**config.mk**
```make
export PLATFORM = sky130hd
export DESIGN_NAME = sensor_reply_deframer_unit
export DESIGN_NICKNAME = d
export VERILOG_FILES = /design/src/sv/srd_pkg.sv /design/src/sv/srd_frame_tracker.sv /design/src/sv/sensor_reply_deframer_unit.sv
export VERILOG_INCLUDE_DIRS = /design/src /design/src/sv
export SDC_FILE = /design/constraint.sdc
export NUM_CORES = 1
export LEC_CHECK = 0
export ABC_AREA = 0
export BUFFER_PORTS_ARGS = -buffer_cell sky130_fd_sc_hd__buf_2
export CORE_ASPECT_RATIO = 1.1
export CORE_MARGIN = 1.5
export CORE_UTILIZATION = 51
export CTS_BUF_LIST = sky130_fd_sc_hd__clkbuf_8 sky130_fd_sc_hd__clkbuf_16
export DETAILED_ROUTE_END_ITERATION = 7
export HOLD_SLACK_MARGIN = 0.15
export PLACE_DENSITY = 0.72
export SLEW_MARGIN = 30
export SYNTH_ARGS = -nofsm -noshare
export SYNTH_HDL_FRONTEND = slang
export SYNTH_SLANG_ARGS = --single-unit
```
**constraint.sdc**
```tcl
create_clock -name i_clk -period 2.8 [get_ports i_clk]
set_input_delay 0.14 -clock i_clk [delete_from_list [all_inputs] [get_ports i_clk]]
set_output_delay 0.14 -clock i_clk [all_outputs]
set_load 0.01 [all_outputs]
```
**src/sv/assert_macros.svh**
```systemverilog
// Assertion macros for the sensor reply deframer, included by sensor_reply_deframer_unit.
// Depends on nothing; each macro takes its clock and active-low reset.
`ifndef ASSERT_MACROS_SVH
`define ASSERT_MACROS_SVH

// The consequent must hold in the same cycle as the antecedent.
`define ASSERT_SAME(label, clk, rst_n, ante, cons) \
    label: assert property (@(posedge clk) disable iff (!rst_n) (ante) |-> (cons)) \
        else $error("assertion failed in sensor reply deframer");

// The consequent must hold in the cycle after the antecedent.
`define ASSERT_NEXT(label, clk, rst_n, ante, cons) \
    label: assert property (@(posedge clk) disable iff (!rst_n) (ante) |=> (cons)) \
        else $error("assertion failed in sensor reply deframer");

`endif

```
**src/sv/srd_pkg.sv**
```systemverilog
// Shared constants and types for the sensor reply deframer.
// Used by srd_frame_tracker and sensor_reply_deframer_unit; depends on nothing.
package srd_pkg;

    // Frame markers and the command byte after reset.
    localparam logic [7:0] START_BYTE   = 8'hFF;
    localparam logic [7:0] CMD_RESET    = 8'h86;

    // Frame position codes: hunting, the two ppm bytes, and the checksum byte.
    localparam logic [2:0] POS_HUNT     = 3'd0;
    localparam logic [2:0] POS_PPM_HIGH = 3'd1;
    localparam logic [2:0] POS_PPM_LOW  = 3'd2;
    localparam logic [2:0] POS_CHECK    = 3'd7;

    // One result as it leaves the frame tracker.
    typedef struct packed {
        logic        fire;
        logic [15:0] co2_ppm;
        logic        checksum_ok;
    } t_srd_result;

    // Tracker status seen by the top level for flow control and checking.
    typedef struct packed {
        logic at_check;
        logic hunting;
        logic sum_zero;
    } t_srd_status;

endpackage

```
**src/sv/srd_frame_tracker.sv**
```systemverilog
// Frame tracker: hunts for the start and command bytes, sums the frame and
// checks the negated-sum checksum. Depends on srd_pkg.
module srd_frame_tracker (
    input  logic                  i_clk,
    input  logic                  i_rst_n,
    input  logic                  i_cfg_we,
    input  logic [7:0]            i_cfg_wdata,
    input  logic                  i_accept,
    input  logic [7:0]            i_rx_byte,
    output srd_pkg::t_srd_result  o_result,
    output srd_pkg::t_srd_status  o_status
);
    import srd_pkg::*;

    logic [7:0]  r_cmd;
    logic [7:0]  r_prev;
    logic [2:0]  r_pos;
    logic [7:0]  r_sum;
    logic [15:0] r_ppm;

    logic [7:0]  n_prev;
    logic [2:0]  n_pos;
    logic [7:0]  n_sum;
    logic [15:0] n_ppm;
    logic        w_header_hit;
    logic [7:0]  w_expect;

    assign w_header_hit = (r_prev == START_BYTE) && (i_rx_byte == r_cmd);
    assign w_expect     = ~r_sum + 8'd1;

    // Next state for one accepted word.
    always_comb begin
        n_prev = r_prev;
        n_pos  = r_pos;
        n_sum  = r_sum;
        n_ppm  = r_ppm;
        if (i_accept) begin
            case (r_pos)
                POS_HUNT: begin
                    if (w_header_hit) begin
                        n_sum = i_rx_byte;
                        n_pos = POS_PPM_HIGH;
                    end else begin
                        n_prev = i_rx_byte;
                    end
                end
                POS_CHECK: begin
                    n_pos  = POS_HUNT;
                    n_prev = 8'd0;
                    n_sum  = 8'd0;
                end
                default: begin
                    if (r_pos == POS_PPM_HIGH) begin
                        n_ppm[15:8] = i_rx_byte;
                    end
                    if (r_pos == POS_PPM_LOW) begin
                        n_ppm[7:0] = i_rx_byte;
                    end
                    n_sum = r_sum + i_rx_byte;
                    n_pos = r_pos + 3'd1;
                end
            endcase
        end
    end

    // Control state and the command register.
    always_ff @(posedge i_clk) begin
        if (!i_rst_n) begin
            r_cmd  <= CMD_RESET;
            r_prev <= 8'd0;
            r_pos  <= POS_HUNT;
            r_sum  <= 8'd0;
        end else begin
            if (i_cfg_we) begin
                r_cmd <= i_cfg_wdata;
            end
            r_prev <= n_prev;
            r_pos  <= n_pos;
            r_sum  <= n_sum;
        end
    end

    // The ppm capture is always written before it is read.
    always_ff @(posedge i_clk) begin
        r_ppm <= n_ppm;
    end

    // A result comes with the checksum word.
    assign o_result.fire        = i_accept && (r_pos == POS_CHECK);
    assign o_result.co2_ppm     = r_ppm;
    assign o_result.checksum_ok = (i_rx_byte == w_expect);

    assign o_status.at_check = (r_pos == POS_CHECK);
    assign o_status.hunting  = (r_pos == POS_HUNT);
    assign o_status.sum_zero = (r_sum == 8'd0);

endmodule

```
**src/sv/sensor_reply_deframer_unit.sv**
```systemverilog
// Sensor reply deframer: one received byte per word in, one ppm result per frame out.
// The result is registered: it is valid in the cycle after the checksum word is accepted.
// Throughput: one word per cycle; only a checksum word waits, while a held result is not taken.
// The output register frees the input side for all other words.
// Reset (synchronous, active low) returns to hunting and sets the command byte to 0x86.
module sensor_reply_deframer_unit (
    input  logic        i_clk,
    input  logic        i_rst_n,
    input  logic        i_cfg_we,
    input  logic [7:0]  i_cfg_wdata,
    input  logic        i_s_tvalid,
    output logic        o_s_tready,
    input  logic [7:0]  i_s_tdata,   // [7:0] rx_byte
    output logic        o_m_tvalid,
    input  logic        i_m_tready,
    output logic [15:0] o_m_tdata,   // [15:0] co2_ppm
    output logic        o_m_tuser    // [0] checksum_ok
);
    import srd_pkg::*;

    `include "assert_macros.svh"

    t_srd_result w_result;
    t_srd_status w_status;
    logic        w_accept;

    logic        r_m_valid;
    logic        n_m_valid;
    logic [15:0] r_m_ppm;
    logic        r_m_ok;

    // Only the checksum word needs room in the output register.
    assign o_s_tready = !w_status.at_check || !r_m_valid || i_m_tready;
    assign w_accept   = i_s_tvalid && o_s_tready;

    srd_frame_tracker u_tracker (
        .i_clk       (i_clk),
        .i_rst_n     (i_rst_n),
        .i_cfg_we    (i_cfg_we),
        .i_cfg_wdata (i_cfg_wdata),
        .i_accept    (w_accept),
        .i_rx_byte   (i_s_tdata),
        .o_result    (w_result),
        .o_status    (w_status)
    );

    // Output register valid flag.
    assign n_m_valid = w_result.fire || (r_m_valid && !i_m_tready);

    always_ff @(posedge i_clk) begin
        if (!i_rst_n) begin
            r_m_valid <= 1'b0;
        end else begin
            r_m_valid <= n_m_valid;
        end
    end

    // Output payload, loaded with each result.
    always_ff @(posedge i_clk) begin
        if (w_result.fire) begin
            r_m_ppm <= w_result.co2_ppm;
            r_m_ok  <= w_result.checksum_ok;
        end
    end

    assign o_m_tvalid = r_m_valid;
    assign o_m_tdata  = r_m_ppm;
    assign o_m_tuser  = r_m_ok;

    // A new result only follows an accepted checksum word.
    `ASSERT_SAME(a_result_from_check, i_clk, i_rst_n, $rose(o_m_tvalid), $past(w_result.fire))
    // A checksum word is never taken while a held result is not draining.
    `ASSERT_SAME(a_no_overwrite, i_clk, i_rst_n, w_result.fire, !r_m_valid || i_m_tready)
    // The running sum stays cleared while hunting.
    `ASSERT_SAME(a_hunt_sum_zero, i_clk, i_rst_n, w_status.hunting, w_status.sum_zero)
    // After a checksum word the tracker is hunting again.
    `ASSERT_NEXT(a_back_to_hunt, i_clk, i_rst_n, w_result.fire, w_status.hunting)

endmodule
```
==> impl_metrics.json, run 1 <==
{
  "status": "completed",
  "synthArstFlopShare": 0,
  "synth_top_area_cell": "edfxtp_1",
  "synth_top_area_share": 0.337,
  "start_util": 0.539,
  "layout_commonest_cell": "buf_2",
  "worst_setup_path_start_kind": "flip-flop",
  "p_per_area_nw_per_um2": 513,
  "cts_buffers": 9,
  "min_path_type": "input port to flip-flop",
  "synth_cell_types": 51,
  "yosysWarnings": 0,
  "fin_crit_ps": 2280,
  "htreeDepth": 3,
  "ys_seq_elements": 61,
  "grt_pass1_vias": 1974,
  "grt_pass1_wl_um": 9850,
  "wl_um": 6110,
  "rsz0062_at_grt": "false",
  "ant_nets": 0,
  "avgSynthCellArea_um2": 11.6,
  "reg2reg_depth": 7,
  "syn_nets": 289,
  "min_period_over_period": 0.814,
  "core-area_um2": 5470,
  "drc": 0,
  "vias": 2153,
  "dr.pass1.iters": 4,
  "cts_tree": "built",
  "die_area_um2": 6240,
  "final_cells": 393,
  "grt_max_degree": 29,
  "p_int_mw": 1.41,
  "cp_max_fo": 12,
  "num-fill-cells": 450,
  "grt-ovfl-total": 0,
  "cp.required_ps": 3050,
  "power.switching_uw": 406,
  "hold_path_depth": 1,
  "netlist_area_um2": 2940,
  "critPathArrivalTime_ps": 2530,
  "setup_viol_count_final": 0,
  "leakage_nw": 1.42,
  "finClkSkew_ps": 10.4,
  "grt.total_usage": 0.219,
  "synth_seq_area_share": 0.527,
  "switching_share": 0.224,
  "tightest_slew_ps": 769,
  "crit_type": "flip-flop to flip-flop",
  "area_growth_pct": 20.0,
  "avgRoutedWirePerCell_um": 15.5,
  "io_pins": 40,
  "io_buffers": 39,
  "synthCells": 254,
  "nNetsFinal": 348,
  "synth_area_leaders": "edfxtp_1 34%, dfxtp_1 19%, mux2i_1 6.1%",
  "die_w_um": 75.4,
  "place_inst": 364,
  "slew_headroom": 0.487,
  "postCtsSetupBuffers": 0,
  "tns_ps": 0,
  "clock_latency_ps": 340,
  "synthFlopType": "edfxtp_1",
  "synth_edf_count": 33,
  "die_h_um": 82.7,
  "p_seq_frac": 0.530,
  "antenna_cells": 0,
  "clk_path_buf_depth": 2,
  "regToRegSetupSlack_ps": 520,
  "drive_gt1_frac": 0.201,
  "dp_hpwl_um": 4150,
  "final_cell_mix": "39 x buf_2, 33 x edfxtp_1, 28 x dfxtp_1",
  "slew_violations": 0,
  "drtIter0Drc": 125,
  "rows": 28,
  "grt_antenna_before_repair": 0,
  "clock_sinks": 61,
  "worst_setup_path_end_kind": "flip-flop",
  "path_clk_slew_ps": 60,
  "root_buffer": "clkbuf_8",
  "p_comb_frac": 0.073,
  "hold_viol_final": 0,
  "viasPerCell": 5.48,
  "p_clk_frac": 0.397,
  "place.gp.congestion": 0.844,
  "ir_drop_uv": 345,
  "clock.fmax_mhz": 439,
  "drv_cap": 0
}
## critical path, cell delays in order, from the launching register on
cell	delay (ps)
dfxtp_1	380
ha_1	210
ha_1	350
nand3b_1	190
and4b_4	240
and4_4	220
or2_1	390
o31ai_2	230
## layer usage
| metal | share of wire | GRT usage | vias to the layer above |
|---|---|---|---|
| met4 | 0.019 | 0.0750 | 0 |
| met3 | 0.034 | 0.0619 | 12 |
| met2 | 0.51 | 0.368 | 46 |
| li1 | - | - | 1067 |
| met1 | 0.44 | 0.269 | 1028 |
| met5 | 0 | 0 | - |
## stage by stage
step                       util  instance area [µm²]  worst slack [ps]  power, mW  hold WS (ps)
after global routing      0.646                 3530               347       1.88           164
after CTS                 0.646                 3530               553       1.83           164
after detailed placement  0.590                 3220               559       1.10           358
after global placement    0.590                 3220               640       1.10           355
final                     0.646                 3530               520       1.81           176
after floorplan               -                 2940               374       1.05           239
## sequential cells by signal, indices dropped and copies added, names as in the netlist
signal / cells
u_tracker.r_pos: 3
o_m_tdata: 16
o_m_tuser: 1
u_tracker.r_ppm: 16
o_m_tvalid: 1
u_tracker.r_prev: 8
u_tracker.r_cmd: 8
u_tracker.r_sum: 8
## timing repair
item	in CTS	in global routing
setup endpoints to repair	0	0
hold buffers	13	0
endpoints found under the hold margin	15	0
resized for setup	0	0
## worst paths after layout
| path | start | end |
|---|---|---|
| worst max-delay path | u_tracker.r_pos[1] | u_tracker.r_sum[1] |
| worst min-delay path | i_s_tdata[5] | u_tracker.r_ppm[13] |
| worst max register to register | u_tracker.r_pos[1] | u_tracker.r_sum[1] |
| worst min register to register | u_tracker.r_ppm[5] | o_m_tdata[5] |
## synthesized netlist by cell type, types with 2 or more instances
cell type	count
o211ai_1	2
clkbuf_1	6
nor4_1	2
a21oi_1	9
nand4_1	4
a31oi_1	2
nor3_1	8
xor2_1	12
a211oi_2	3
nor4b_1	4
edfxtp_1	33
o31ai_1	4
o21ai_0	4
and2_1	2
nand3_1	3
nor2_1	12
nand3b_1	8
ha_1	13
nand2_1	20
inv_1	7
dfxtp_1	28
buf_6	2
a22oi_1	4
or3_1	4
and3_1	2
xnor2_1	7
o21ai_1	3
mux2i_1	18
or2_1	2
nand2b_1	5
## power by group through the flow
stage          Sequential, mW  Clock, mW  Combinational (mW)
6_report                0.960      0.720               0.132
5_1_grt                 0.961      0.774               0.146
4_1_cts                 0.960      0.735               0.132
3_5_place_dp            0.979          0               0.119
3_3_place_gp            0.979          0               0.116
2_1_floorplan           0.978          0              0.0742
## cells by family after synthesis
logic type      after synthesis  share of synthesized area
simple gates                 81                      0.153
fa+ha+maj                    14                     0.0621
xor+xnor                     19                     0.0565
flops                        61                      0.527
buf+inv                      17                     0.0268
mux                          19                     0.0650
compound gates               43                      0.110
## cell type report
cell class	instances	area (µm²)	share of cell area
clock buffers	9	124	0.0351
inverters	8	30.0	0.00850
clock inverters	7	56.3	0.0159
repair buffers	57	363	0.103
well taps	75	93.8	0.0266
multi-input cells	176	1310	0.372
flip-flops and latches	61	1550	0.439
Power figures use the tool's default switching activity.
==> run 2, diff against run 1 <==
Clock period 2.8 ns to 2.12 ns, I/O delays scaled along.
==> run 2 against run 1 <==
Via count grew 2.0%. Setup slack lost 430 ps. Sequential power grew 32%. Utilization grew 2.7 points. Total power grew 34%. Hold slack lost 3.6 ps. Largest power group unchanged.
==> impl_metrics.json, run 2 (synthesized netlist as in run 1, its figures left out) <==
{
  "grt_max_degree": 28,
  "layout_commonest_cell": "buf_2",
  "cp.required_ps": 2370,
  "switching_share": 0.217,
  "vias": 2197,
  "drtIter0Drc": 121,
  "reg2reg_depth": 7,
  "grt-ovfl-total": 0,
  "utilization": 0.673,
  "slew_headroom": 0.610,
  "clock_sinks": 61,
  "htreeDepth": 3,
  "p_per_area_nw_per_um2": 662,
  "drc": 0,
  "cts_tree": "built",
  "clock.fmax_mhz": 492,
  "worst_setup_path_start_kind": "input port",
  "grt_antenna_before_repair": 0,
  "critical_path.cell_chain": "dlygate4sd3_1, buf_6, ha_1, a211o_1, and3_4, a41o_1, or3_1, a31oi_1",
  "cp_slowest_stage_delay_ps": 550,
  "regToRegSetupSlack_ps": 140,
  "power.switching_uw": 527,
  "io_buffers": 39,
  "grt_pass1_wl_um": 9930,
  "p_clk_frac": 0.403,
  "root_buffer": "clkbuf_8",
  "min_path_type": "input port to flip-flop",
  "p_comb_frac": 0.076,
  "min_period_over_period": 0.958,
  "tns_ps": 0,
  "core-area_um2": 5470,
  "hold_path_depth": 3,
  "cts_buffers": 9,
  "critPathArrivalTime_ps": 2280,
  "hold_viol_final": 0,
  "dp_hpwl_um": 4110,
  "io_pins": 40,
  "die_w_um": 75.4,
  "leakage_nw": 1.50,
  "worstHoldEndpoint": "u_tracker.r_cmd[0]",
  "die_area_um2": 6240,
  "wl_um": 6060,
  "cp_max_fo": 7,
  "rsz0062_at_grt": "false",
  "finClkSkew_ps": 6.63,
  "grt_pass1_vias": 2064,
  "p_int_mw": 1.91,
  "crit_slowest_cell": "dlygate4sd3_1",
  "fin_crit_ps": 2030,
  "setup_viol_count_final": 0,
  "ir_drop_uv": 458,
  "critPathTopFamily": "buffers and inverters",
  "worst_setup_path_end_kind": "flip-flop",
  "place.gp.congestion": 0.842,
  "postLayoutCellArea_um2": 3680,
  "ant_nets": 0,
  "start_util": 0.539,
  "p_seq_frac": 0.521,
  "drive_gt1_frac": 0.245,
  "path_clk_slew_ps": 60,
  "placed_area_um2": 3290,
  "path_depth": 8,
  "status": "completed",
  "antenna_cells": 0,
  "slew_violations": 0,
  "min-delay-start": "i_rst_n",
  "dr.pass1.iters": 4,
  "avgRoutedWirePerCell_um": 14.9,
  "crit_type": "input port to flip-flop",
  "rows": 28,
  "die_h_um": 82.7,
  "clock_latency_ps": 330,
  "tightest_slew_ps": 583,
  "viasPerCell": 5.41,
  "clk_path_buf_depth": 2,
  "timing.rr.start": "u_tracker.r_sum[1]",
  "final_cell_mix": "37 x buf_2, 33 x edfxtp_1, 28 x dfxtp_1",
  "postCtsSetupBuffers": 0,
  "hold_ws_ps": 172,
  "drv_cap": 0,
  "grt.total_usage": 0.218,
  "crit_start": "i_s_tdata[1]",
  "area_growth_pct": 25.0,
  "r2r-end": "o_m_tuser",
  "nNetsFinal": 361,
  "path_buf_inv": 2
}
-- run 2: changes by cell type in the layout (fill, tap and decap cells not counted), sizes merged --
| cell | before | now |
|---|---|---|
| clkinvlp | 1 | 0 |
| clkbuf | 9 | 10 |
| inv | 8 | 11 |
| clkinv | 5 | 2 |
| dlygate4sd3 | 13 | 17 |
| buf | 44 | 53 |
-- run 2: per-layer routing --
layer  track usage  wire (µm)  vias to the layer above
met5             0          0                        -
met2         0.346       2980                       52
met4         0.104         55                        0
met3        0.0546        283                        6
met1         0.277       2740                     1051
li1              -          -                     1088
-- run 2: through the flow --
step | instances | setup slack, ps | power (mW)
floorplan | 254 | -306 | 1.39
global placement | 373 | 142 | 1.45
detailed placement | 373 | 74.6 | 1.45
CTS | 406 | 3.71 | 2.45
global route | 406 | 7.57 | 2.53
finish | 406 | 88.7 | 2.44
-- run 2: worst min-delay path: cells and delay by family --
kind                   cells  cell delay [ps]
and+or+nand+nor            1              120
buffers and inverters      2              230
-- run 2: power by group through the flow --
stage / Clock, mW / Sequential, mW / Combinational [mW]
global route: 1.05 / 1.27 / 0.205
floorplan: 0 / 1.29 / 0.0980
detailed placement: 0 / 1.29 / 0.158
finish: 0.982 / 1.27 / 0.185
global placement: 0 / 1.29 / 0.156
CTS: 1.00 / 1.27 / 0.181
-- run 2: area by class of cell --
class                   instances  area (µm²)
clock inverters                 6        53.8
repair buffers                 70         483
clock buffers                  10         138
flip-flops and latches         61        1550
fillers                       431        1790
well taps                      75        93.8
inverters                       8        30.0
multi-input cells             176        1330
-- run 2: timing repair --
action,in CTS,in global routing
resized for setup,1,11
hold buffers,17,0
pin swaps,0,3
setup endpoints to repair,1,6
hold endpoints to repair,27,0
-- run 2: worst max-delay path by stage --
stage,endpoint
floorplan,u_tracker.r_ppm[0]
global placement,u_tracker.r_pos[1]
detailed placement,u_tracker.r_pos[1]
CTS,u_tracker.r_sum[7]
global route,u_tracker.r_sum[7]
finish,u_tracker.r_sum[7]
==> run 3, diff against run 2 <==
Settings changed: PLACE_DENSITY 0.72 to 0.7.
==> run 3 against run 2 <==
Utilization up 1.4 points. Clock-buffer cell count rose by 1. Sequential power hardly changed. Cell count unchanged. Final area is 2.0% higher. Critical path depth unchanged. Global-route usage shrank 0.096 points. Hold slack got worse by 16 ps. Via count fell by 1.3%. Clock skew grew 3.2 ps. Sequential share of layout area is 0.83 points lower. Largest cell class unchanged. Largest power group is now the clock network. Highest routed layer unchanged.
==> impl_metrics.json, run 3 (synthesized netlist as in run 1, its figures left out) <==
{
  "pre_cts_slack_ps": 119,
  "finClkSkew_ps": 9.87,
  "cts_buffers": 9,
  "ir_drop_uv": 439,
  "layout_commonest_cell": "buf_2",
  "power.switching_uw": 550,
  "grt_antenna_before_repair": 0,
  "avgRoutedWirePerCell_um": 15.2,
  "clock.fmax_mhz": 490,
  "path_clk_slew_ps": 70,
  "status": "completed",
  "die_h_um": 82.7,
  "slew_violations": 0,
  "root_buffer": "clkbuf_8",
  "viasPerCell": 5.34,
  "die_w_um": 75.4,
  "cp.required_ps": 2390,
  "dr.pass1.iters": 4,
  "nNetsFinal": 361,
  "cts_tree": "built",
  "start_util": 0.539,
  "fin_ws_ps": 79.5,
  "critPathArrivalTime_ps": 2310,
  "die_area_um2": 6240,
  "drive_gt1_frac": 0.254,
  "slew_headroom": 0.582,
  "p_per_area_nw_per_um2": 728,
  "p_comb_frac": 0.068,
  "leakage_nw": 1.53,
  "grt_pass1_vias": 1995,
  "htreeDepth": 3,
  "setup_viol_count_final": 0,
  "drv_cap": 0,
  "switching_share": 0.201,
  "cp_max_fo": 7,
  "crit_type": "input port to flip-flop",
  "min_period_over_period": 0.962,
  "hold_viol_final": 0,
  "rows": 28,
  "vias": 2168,
  "antenna_cells": 0,
  "clock_latency_ps": 340,
  "worst_setup_path_start_kind": "input port",
  "tightest_slew_ps": 625,
  "grt-ovfl-total": 0,
  "ant_nets": 0,
  "final_cell_mix": "37 x buf_2, 33 x edfxtp_1, 28 x dfxtp_1",
  "io_pins": 40,
  "clock_sinks": 61,
  "grt_max_degree": 28,
  "grt.total_usage": 0.217,
  "area_growth_pct": 27.5,
  "worst_setup_path_end_kind": "flip-flop",
  "core-area_um2": 5470,
  "postCtsSetupBuffers": 0,
  "io_buffers": 39,
  "grt_pass1_wl_um": 9690,
  "p_clk_frac": 0.468,
  "dp_hpwl_um": 4100,
  "wl_um": 6190,
  "drtIter0Drc": 177,
  "p_int_mw": 2.18,
  "place.gp.congestion": 0.805,
  "p_seq_frac": 0.464,
  "fin_crit_ps": 2040,
  "drc": 0,
  "min_path_type": "input port to flip-flop",
  "clk_path_buf_depth": 2,
  "hold_ws_ps": 156
}
==> run 3: layer usage <==
layer / share of wire / track usage / wire, µm
met1: 0.44 / 0.271 / 2720
met2: 0.49 / 0.346 / 3010
met5: 0 / 0 / 0
met4: 0.022 / 0.113 / 134
met3: 0.051 / 0.0522 / 318
==> run 3: path summary, 6_finish.rpt <==
| path | slack (ps) | cells after the start | endpoint | from |
|---|---|---|---|---|
| hold / removal | 160 | 3 | u_tracker.r_cmd[5] | i_rst_n |
| setup reg to reg | 130 | 7 | o_m_tuser | u_tracker.r_sum[1] |
| setup / recovery | 80 | 8 | u_tracker.r_sum[7] | i_s_tdata[1] |
| hold reg to reg | 410 | 0 | o_m_tdata[13] | u_tracker.r_ppm[13] |
==> run 3: metrics by stage <==
stage | total power, mW | std cells | instance area [µm²] | TNS (ps) | utilization
6_report | 2.73 | 406 | 3750 | 0 | 0.687
5_1_grt | 2.83 | 406 | 3750 | -19.0 | 0.687
4_1_cts | 2.74 | 406 | 3710 | 0 | 0.679
3_5_place_dp | 1.45 | 372 | 3280 | 0 | 0.601
3_3_place_gp | 1.45 | 372 | 3280 | 0 | 0.601
2_1_floorplan | 1.39 | 254 | 2940 | -4900 | -
==> run 3: cell type report <==
class / count / area [µm²]
fillers: 409 / 1710
flip-flops and latches: 61 / 1550
multi-input cells: 176 / 1350
repair buffers: 70 / 478
clock buffers: 11 / 151
clock inverters: 5 / 98.8
well taps: 75 / 93.8
inverters: 8 / 30.0
==> run 3: what timing repair did <==
item                                    4_1_cts  5_1_grt
endpoints found under the setup margin        0       10
resized for setup                             0       13
endpoints found under the hold margin        27        0
hold buffers                                 18        0
==> run 3: critical path: stages <==
cell and delay [ps]:
dlygate4sd3_1 550, buf_4 180, ha_1 290, a211o_1 280
and3_4 190, a41o_1 250, or3_1 300, a31oi_1 170
==> run 3: power groups by stage <==
stage          Combinational [mW]  Clock [mW]  Sequential [mW]
5_1_grt                     0.202        1.35             1.27
4_1_cts                     0.182        1.29             1.27
3_5_place_dp                0.157           0             1.29
3_3_place_gp                0.154           0             1.29
2_1_floorplan              0.0980           0             1.29
6_report                    0.185        1.28             1.27
